**config.mk**
```make
export PLATFORM = sky130hd
export DESIGN_NAME = cpu8_register_flag_execute_flat
export DESIGN_NICKNAME = d
export VERILOG_FILES = /design/src/rtl/cpu8_rfe_pkg.sv /design/src/rtl/cpu8_rfe_in_if.sv /design/src/rtl/cpu8_rfe_out_if.sv /design/src/rtl/cpu8_register_flag_execute.sv /design/src/rtl/cpu8_rfe_alu.sv /design/src/flat_wrapper.sv
export SDC_FILE = /design/constraint.sdc
export NUM_CORES = 1
export LEC_CHECK = 0
export BUFFER_PORTS_ARGS = -buffer_cell sky130_fd_sc_hd__buf_2
export CAP_MARGIN = 5
export CORE_ASPECT_RATIO = 0.6
export CORE_UTILIZATION = 54
export DETAILED_ROUTE_END_ITERATION = 12
export PLACE_DENSITY = 0.77
export REMOVE_ABC_BUFFERS = 1
export SLEW_MARGIN = 10
export SYNTH_ARGS = -nofsm -noshare
export SYNTH_HDL_FRONTEND = slang
export SYNTH_HIERARCHICAL = 1
export SYNTH_SLANG_ARGS = --single-unit
```
**constraint.sdc**
```tcl
create_clock -name clk -period 3.2 [get_ports clk]
set_clock_uncertainty 0.2 [all_clocks]
set_input_delay 0.64 -clock clk [delete_from_list [all_inputs] [get_ports clk]]
set_output_delay 0.64 -clock clk [all_outputs]
set_load 0.01 [all_outputs]
```
**src/rtl/cpu8_rfe_pkg.sv**
```systemverilog
`default_nettype none

package cpu8_rfe_pkg;

  localparam int DATA_W = 8;
  localparam int MODE_W = 5;

  // Bit positions in the status byte.
  localparam int FLAG_N = 7;
  localparam int FLAG_V = 6;
  localparam int FLAG_D = 3;
  localparam int FLAG_I = 2;
  localparam int FLAG_Z = 1;
  localparam int FLAG_C = 0;

  // Bits 5 and 4 of the status byte always read zero.
  localparam logic [DATA_W-1:0] FLAG_MASK    = 8'hCF;
  localparam logic [DATA_W-1:0] STATUS_RESET = 8'h04;

  typedef logic [DATA_W-1:0] byte_t;

  typedef enum logic [MODE_W-1:0] {
    MODE_ORA = 5'd0,
    MODE_AND = 5'd1,
    MODE_EOR = 5'd2,
    MODE_ADC = 5'd3,
    MODE_BIT = 5'd4,
    MODE_LDA = 5'd5,
    MODE_LDX = 5'd6,
    MODE_LDY = 5'd7,
    MODE_STA = 5'd8,
    MODE_STX = 5'd9,
    MODE_STY = 5'd10,
    MODE_ASL = 5'd11,
    MODE_LSR = 5'd12,
    MODE_ROL = 5'd13,
    MODE_ROR = 5'd14,
    MODE_TXA = 5'd15,
    MODE_TAX = 5'd16,
    MODE_TYA = 5'd17,
    MODE_TAY = 5'd18,
    MODE_DEY = 5'd19,
    MODE_CLC = 5'd20,
    MODE_SEC = 5'd21,
    MODE_CLI = 5'd22,
    MODE_SEI = 5'd23,
    MODE_CLD = 5'd24,
    MODE_BPL = 5'd25,
    MODE_BMI = 5'd26,
    MODE_BVC = 5'd27,
    MODE_BVS = 5'd28,
    MODE_BCC = 5'd29,
    MODE_BCS = 5'd30
  } mode_t;

  // Architectural register file.
  typedef struct packed {
    byte_t acc;
    byte_t xreg;
    byte_t yreg;
    byte_t status;
  } regs_t;

  // Everything one operation produces.
  typedef struct packed {
    logic  write_enable;
    byte_t write_data;
    logic  branch_taken;
    regs_t regs;
  } exec_t;

endpackage

`default_nettype wire

```
**src/rtl/cpu8_rfe_in_if.sv**
```systemverilog
`default_nettype none

interface cpu8_rfe_in_if;
  logic       valid;
  logic       ready;
  logic [4:0] mode;
  logic [7:0] operand_value;
  logic       on_accumulator;

  modport source (output valid, output mode, output operand_value, output on_accumulator,
                  input ready);
  modport sink (input valid, input mode, input operand_value, input on_accumulator,
                output ready);
endinterface

`default_nettype wire

```
**src/rtl/cpu8_rfe_out_if.sv**
```systemverilog
`default_nettype none

interface cpu8_rfe_out_if;
  logic       valid;
  logic       ready;
  logic       write_enable;
  logic [7:0] write_data;
  logic       branch_taken;
  logic [7:0] acc_out;
  logic [7:0] xreg_out;
  logic [7:0] yreg_out;
  logic [7:0] status_out;

  modport source (output valid, output write_enable, output write_data, output branch_taken,
                  output acc_out, output xreg_out, output yreg_out, output status_out,
                  input ready);
  modport sink (input valid, input write_enable, input write_data, input branch_taken,
                input acc_out, input xreg_out, input yreg_out, input status_out,
                output ready);
endinterface

`default_nettype wire

```
**src/rtl/cpu8_register_flag_execute.sv**
```systemverilog
`default_nettype none

// Channel     Role   Payload
// ---------   ----   ---------------------------------------------------------------
// operation   sink   mode, operand_value, on_accumulator
// result      source write_enable, write_data, branch_taken, acc_out, xreg_out,
//                    yreg_out, status_out
//
// One word is accepted per cycle while results are taken; each word is captured in the
// input register, then the execute logic loads the result register from it. The result
// is offered from the result register until it is taken.
// Registers A, X, Y and the status byte update at the edge that loads the result.
// While the result register holds a word that is not taken, the input register fills
// and then operation.ready drops; no word is lost or repeated.
// Reset clears A, X and Y, sets status to interrupt disable, and empties both stages.

module cpu8_register_flag_execute (
  input wire logic      clk,
  input wire logic      rst,
  cpu8_rfe_in_if.sink   operation,
  cpu8_rfe_out_if.source result
);
  import cpu8_rfe_pkg::*;

  // Input stage.
  logic              s1_valid;
  logic [MODE_W-1:0] s1_mode;
  byte_t             s1_operand;
  logic              s1_on_acc;

  // Architectural state and result stage.
  regs_t regs;
  logic  out_valid;
  exec_t out_word;
  exec_t exec;
  logic  advance;

  assign advance         = s1_valid && (!out_valid || result.ready);
  assign operation.ready = !s1_valid || advance;

  // Input register.
  always_ff @(posedge clk) begin
    if (rst) begin
      s1_valid <= 1'b0;
    end else if (operation.ready) begin
      s1_valid <= operation.valid;
    end
    if (operation.valid && operation.ready) begin
      s1_mode    <= operation.mode;
      s1_operand <= operation.operand_value;
      s1_on_acc  <= operation.on_accumulator;
    end
  end

  cpu8_rfe_alu u_alu (
    .mode           (s1_mode),
    .operand_value  (s1_operand),
    .on_accumulator (s1_on_acc),
    .regs           (regs),
    .exec           (exec)
  );

  // Register file update and result register.
  always_ff @(posedge clk) begin
    if (rst) begin
      regs.acc    <= '0;
      regs.xreg   <= '0;
      regs.yreg   <= '0;
      regs.status <= STATUS_RESET;
      out_valid   <= 1'b0;
    end else if (advance) begin
      regs      <= exec.regs;
      out_valid <= 1'b1;
    end else if (result.ready) begin
      out_valid <= 1'b0;
    end
    if (advance) begin
      out_word <= exec;
    end
  end

  assign result.valid        = out_valid;
  assign result.write_enable = out_word.write_enable;
  assign result.write_data   = out_word.write_data;
  assign result.branch_taken = out_word.branch_taken;
  assign result.acc_out      = out_word.regs.acc;
  assign result.xreg_out     = out_word.regs.xreg;
  assign result.yreg_out     = out_word.regs.yreg;
  assign result.status_out   = out_word.regs.status;

  // Reset leaves the documented register state.
  a_reset_state: assert property (@(posedge clk)
    rst |=> (regs.status == STATUS_RESET) && (regs.acc == '0) && !out_valid)
    else $error("register state wrong after reset");

  // A pending result always shows the current register file.
  a_out_tracks_regs: assert property (@(posedge clk) disable iff (rst)
    out_valid |-> (out_word.regs == regs))
    else $error("result registers differ from register file");

  // Unused status bits stay clear.
  a_status_mask: assert property (@(posedge clk) disable iff (rst)
    (regs.status & ~FLAG_MASK) == '0)
    else $error("unused status bits set");

  // No write data without a write, and never a write with a taken branch.
  a_write_clean: assert property (@(posedge clk) disable iff (rst)
    out_valid |-> (out_word.write_enable || out_word.write_data == '0)
                  && !(out_word.write_enable && out_word.branch_taken))
    else $error("inconsistent write or branch outputs");

  // Decimal mode can only be cleared, never set.
  a_no_decimal: assert property (@(posedge clk) disable iff (rst)
    !$rose(regs.status[FLAG_D]))
    else $error("decimal flag set");

endmodule

`default_nettype wire

```
**src/rtl/cpu8_rfe_alu.sv**
```systemverilog
`default_nettype none

module cpu8_rfe_alu (
  input  wire logic [cpu8_rfe_pkg::MODE_W-1:0] mode,
  input  wire cpu8_rfe_pkg::byte_t             operand_value,
  input  wire logic                            on_accumulator,
  input  wire cpu8_rfe_pkg::regs_t             regs,
  output cpu8_rfe_pkg::exec_t                  exec
);
  import cpu8_rfe_pkg::*;

  logic  carry_in;
  logic  [DATA_W:0] sum;
  byte_t adc_res;
  byte_t shift_src;
  byte_t shift_res;
  logic  shift_cout;
  byte_t nz_val;
  logic  nz_upd;
  regs_t nxt;

  assign carry_in = regs.status[FLAG_C];

  // Binary add with carry.
  assign sum     = {1'b0, regs.acc} + {1'b0, operand_value} + {{DATA_W{1'b0}}, carry_in};
  assign adc_res = sum[DATA_W-1:0];

  // Shift and rotate unit, on A or on the memory byte.
  assign shift_src = on_accumulator ? regs.acc : operand_value;

  always_comb begin
    case (mode_t'(mode))
      MODE_ASL: begin
        shift_cout = shift_src[7];
        shift_res  = {shift_src[6:0], 1'b0};
      end
      MODE_LSR: begin
        shift_cout = shift_src[0];
        shift_res  = {1'b0, shift_src[7:1]};
      end
      MODE_ROL: begin
        shift_cout = shift_src[7];
        shift_res  = {shift_src[6:0], carry_in};
      end
      default: begin
        shift_cout = shift_src[0];
        shift_res  = {carry_in, shift_src[7:1]};
      end
    endcase
  end

  // Register and flag update for the decoded operation.
  always_comb begin
    nxt                = regs;
    nz_val             = '0;
    nz_upd             = 1'b0;
    exec.write_enable  = 1'b0;
    exec.write_data    = '0;
    exec.branch_taken  = 1'b0;
    case (mode_t'(mode))
      MODE_ORA: begin
        nxt.acc = regs.acc | operand_value;
        nz_val  = nxt.acc;
        nz_upd  = 1'b1;
      end
      MODE_AND: begin
        nxt.acc = regs.acc & operand_value;
        nz_val  = nxt.acc;
        nz_upd  = 1'b1;
      end
      MODE_EOR: begin
        nxt.acc = regs.acc ^ operand_value;
        nz_val  = nxt.acc;
        nz_upd  = 1'b1;
      end
      MODE_ADC: begin
        nxt.acc            = adc_res;
        nxt.status[FLAG_V] = (regs.acc[7] ^ adc_res[7]) & (operand_value[7] ^ adc_res[7]);
        nxt.status[FLAG_C] = sum[DATA_W];
        nz_val             = adc_res;
        nz_upd             = 1'b1;
      end
      MODE_BIT: begin
        nxt.status[FLAG_N] = operand_value[7];
        nxt.status[FLAG_V] = operand_value[6];
        nxt.status[FLAG_Z] = ((operand_value & regs.acc) == '0);
      end
      MODE_LDA: begin
        nxt.acc = operand_value;
        nz_val  = operand_value;
        nz_upd  = 1'b1;
      end
      MODE_LDX: begin
        nxt.xreg = operand_value;
        nz_val   = operand_value;
        nz_upd   = 1'b1;
      end
      MODE_LDY: begin
        nxt.yreg = operand_value;
        nz_val   = operand_value;
        nz_upd   = 1'b1;
      end
      MODE_STA: begin
        exec.write_enable = 1'b1;
        exec.write_data   = regs.acc;
      end
      MODE_STX: begin
        exec.write_enable = 1'b1;
        exec.write_data   = regs.xreg;
      end
      MODE_STY: begin
        exec.write_enable = 1'b1;
        exec.write_data   = regs.yreg;
      end
      MODE_ASL, MODE_LSR, MODE_ROL, MODE_ROR: begin
        nxt.status[FLAG_C] = shift_cout;
        nz_val             = shift_res;
        nz_upd             = 1'b1;
        if (on_accumulator) begin
          nxt.acc = shift_res;
        end else begin
          exec.write_enable = 1'b1;
          exec.write_data   = shift_res;
        end
      end
      MODE_TXA: begin
        nxt.acc = regs.xreg;
        nz_val  = regs.xreg;
        nz_upd  = 1'b1;
      end
      MODE_TAX: begin
        nxt.xreg = regs.acc;
        nz_val   = regs.acc;
        nz_upd   = 1'b1;
      end
      MODE_TYA: begin
        nxt.acc = regs.yreg;
        nz_val  = regs.yreg;
        nz_upd  = 1'b1;
      end
      MODE_TAY: begin
        nxt.yreg = regs.acc;
        nz_val   = regs.acc;
        nz_upd   = 1'b1;
      end
      MODE_DEY: begin
        nxt.yreg = regs.yreg - 8'd1;
        nz_val   = nxt.yreg;
        nz_upd   = 1'b1;
      end
      MODE_CLC: nxt.status[FLAG_C] = 1'b0;
      MODE_SEC: nxt.status[FLAG_C] = 1'b1;
      MODE_CLI: nxt.status[FLAG_I] = 1'b0;
      MODE_SEI: nxt.status[FLAG_I] = 1'b1;
      MODE_CLD: nxt.status[FLAG_D] = 1'b0;
      MODE_BPL: exec.branch_taken = ~regs.status[FLAG_N];
      MODE_BMI: exec.branch_taken = regs.status[FLAG_N];
      MODE_BVC: exec.branch_taken = ~regs.status[FLAG_V];
      MODE_BVS: exec.branch_taken = regs.status[FLAG_V];
      MODE_BCC: exec.branch_taken = ~regs.status[FLAG_C];
      MODE_BCS: exec.branch_taken = regs.status[FLAG_C];
      default: begin
      end
    endcase

    // Negative and zero follow the result byte where the operation sets them.
    if (nz_upd) begin
      nxt.status[FLAG_N] = nz_val[7];
      nxt.status[FLAG_Z] = (nz_val == '0);
    end
    nxt.status = nxt.status & FLAG_MASK;
    exec.regs  = nxt;
  end

endmodule

`default_nettype wire
```
**src/flat_wrapper.sv**
```systemverilog
// flat-port wrapper written by rule: the top's interface ports become plain ports
module cpu8_register_flag_execute_flat import cpu8_rfe_pkg::*;
  (clk, rst, operation_valid, operation_mode, operation_operand_value, operation_on_accumulator, operation_ready, result_valid, result_write_enable, result_write_data, result_branch_taken, result_acc_out, result_xreg_out, result_yreg_out, result_status_out, result_ready);
  cpu8_rfe_in_if operation_i ();
  cpu8_rfe_out_if result_i ();
  input wire logic clk;
  input wire logic rst;
  input wire logic [$bits(operation_i.valid)-1:0] operation_valid;
  input wire logic [$bits(operation_i.mode)-1:0] operation_mode;
  input wire logic [$bits(operation_i.operand_value)-1:0] operation_operand_value;
  input wire logic [$bits(operation_i.on_accumulator)-1:0] operation_on_accumulator;
  output wire logic [$bits(operation_i.ready)-1:0] operation_ready;
  output wire logic [$bits(result_i.valid)-1:0] result_valid;
  output wire logic [$bits(result_i.write_enable)-1:0] result_write_enable;
  output wire logic [$bits(result_i.write_data)-1:0] result_write_data;
  output wire logic [$bits(result_i.branch_taken)-1:0] result_branch_taken;
  output wire logic [$bits(result_i.acc_out)-1:0] result_acc_out;
  output wire logic [$bits(result_i.xreg_out)-1:0] result_xreg_out;
  output wire logic [$bits(result_i.yreg_out)-1:0] result_yreg_out;
  output wire logic [$bits(result_i.status_out)-1:0] result_status_out;
  input wire logic [$bits(result_i.ready)-1:0] result_ready;
  assign operation_i.valid = operation_valid;
  assign operation_i.mode = operation_mode;
  assign operation_i.operand_value = operation_operand_value;
  assign operation_i.on_accumulator = operation_on_accumulator;
  assign operation_ready = operation_i.ready;
  assign result_valid = result_i.valid;
  assign result_write_enable = result_i.write_enable;
  assign result_write_data = result_i.write_data;
  assign result_branch_taken = result_i.branch_taken;
  assign result_acc_out = result_i.acc_out;
  assign result_xreg_out = result_i.xreg_out;
  assign result_yreg_out = result_i.yreg_out;
  assign result_status_out = result_i.status_out;
  assign result_i.ready = result_ready;
  cpu8_register_flag_execute u_core (.clk(clk), .rst(rst), .operation(operation_i), .result(result_i));
endmodule
```
==> qor.yml <==
dp_hpwl_um: 13900
period_share: 1.01
syn2layout_area_growth_pct: 20.9
drv_cap: 0
cts_tree: "done"
run_status: "finished, violations left"
postLayoutCellArea_um2: 6890
cp_slowest_cell: "or4_4"
path_max_fanout: 2
io_pins: 62
viasPerCell: 6.24
start_util: 0.566
ctsLongestPathBuffers: 2
die_area_um2: 11000
dp.cells: 836
hold_class: "input port to flip-flop"
start_kind: "flip-flop"
critPathBufInv: 0
powerDensity_nw_per_um2: 410
die_h_um: 81.6
cp-end-kind: "flip-flop"
io_buffer_count: 61
drt-initial-drc-count: 761
wl_per_cell_um: 21.9
dpl_cell_area_um2: 6530
grt.overflow.total: 0
antenna_cells: 0
crit_path_start: "u_core/s1_operand[0]"
cts_made_buffers: 9
drtPass1Iterations: 6
grt_pass1_vias: 5020
cellLeakagePower_nw: 2.71
finalPower_mw: 2.83
critPathRequiredTime_ns: 3.27
clock_latency_ns: 0.35
tightest_slew_ns: 0.916
violations: "setup timing"
cp_data_arrival_time_ns: 3.32
grt_max_degree: 63
crit_top_cell: "fa_2"
die_w_um: 135
maxSlewViolCount: 0
nNetsFinal: 751
relSlewSlack: 0.388
worstHoldStart: "operation_mode[4]"
cts.sink_count: 88
cts_root_buffer: "clkbuf_16"
final_cell_count_no_fill: 854
track_usage: 0.356
gp_congestion: 1.02
synthCells: 605
syn_area_per_cell_um2: 9.41
num_vias: 5328
antenna_found_initial: 0
drive_above_1_share: 0.242
crit_family: "simple AND/OR/NAND/NOR gates"
setup_ws_ns: -0.0464
std_cell_rows: 28
holdWs_ns: 0.274
worstPathCellList: "fa_2 > fa_2 > a22oi_1 > nor3_1 > a221oi_2 > nand3_1 > or4_4 > o31ai_4 > nand2b_1 > mux2i_1"
ant_nets: 0
routed_wl_um: 18700
drc: 0
crit_type: "flip-flop to flip-flop"
core_um2: 10100
final_cell_mix: "73 x nand2_1, 73 x buf_4, 64 x nand2b_1"
max_stage_delay_ns: 0.57
syn_area_um2: 5700
finalSetupViolCount: 1
hold_viol: 0
rsz0062_at_grt: "true"
h-tree-depth: 3
fmax_ghz: 0.308
fin_crit_ns: 3.25
clk_pin_slew_ns: 0.07
grt_pass1_wl_um: 28500
fin_tns_setup_ns: -0.0464
r2r_start: "u_core/s1_operand[0]"
ir_drop_v: 0.000261
ys_warn_count: 6
[sequential cells by signal, summed over array words and instances, names as in the netlist]
signal / cells
u_core/s1_valid: 1
u_core/s1_on_acc: 1
u_core/result.status_out: 8
u_core/s1_operand: 8
u_core/result.valid: 1
u_core/s1_mode: 5
u_core/result.yreg_out: 8
u_core/result.write_data: 8
u_core/result.acc_out: 8
u_core/result.xreg_out: 8
u_core/result.write_enable: 1
u_core/regs: 30
u_core/result.branch_taken: 1
[layer usage]
metal	vias up	track usage	share of wire	wire, um
met3	50	0.118	0.13	2480
met1	2500	0.511	0.45	8480
li1	2404	-	-	-
met4	0	0.0809	0.018	332
met5	-	0	0	0
met2	374	0.516	0.40	7410
[metrics by stage]
stage | setup WS, ns | utilization
floorplan | -0.598 | -
global placement | -0.159 | 0.650
detailed placement | -0.231 | 0.650
CTS | 0.00840 | 0.685
global route | -0.140 | 0.685
finish | -0.0464 | 0.685
[area by class of cell]
type / count / area, um^2
clock buffers: 10 / 239
clock inverters: 6 / 66.3
fillers: 798 / 3170
inverters: 26 / 97.6
multi-input cells: 452 / 3090
flip-flops and latches: 88 / 2320
well taps: 135 / 169
repair buffers: 137 / 905
[timing repair]
| item | in CTS | in global routing |
|---|---|---|
| setup buffers | 4 | 0 |
| setup endpoints to repair | 2 | 5 |
| pin swaps | 3 | 8 |
| gates resized for setup | 6 | 3 |
| gates cloned | 0 | 0 |
| hold buffers | 0 | 0 |
[final timing paths]
path                            end  slack (ns)  cells past startpoint
setup / recovery     u_core/regs[1]       -0.05                     10
hold / removal    u_core/s1_mode[4]        0.27                      1
setup reg to reg     u_core/regs[1]       -0.05                     10
hold reg to reg      u_core/regs[3]        0.29                      2
[power breakdown]
part           switching (mW)  leakage, nW  internal, mW  total [mW]
registers              0.0320        0.797          1.25        1.29
clock network           0.464        0.153         0.631        1.10
logic                   0.262         1.76         0.183       0.445
total                   0.758         2.71          2.07        2.83
Note: power is estimated with default switching activity, not from simulation.
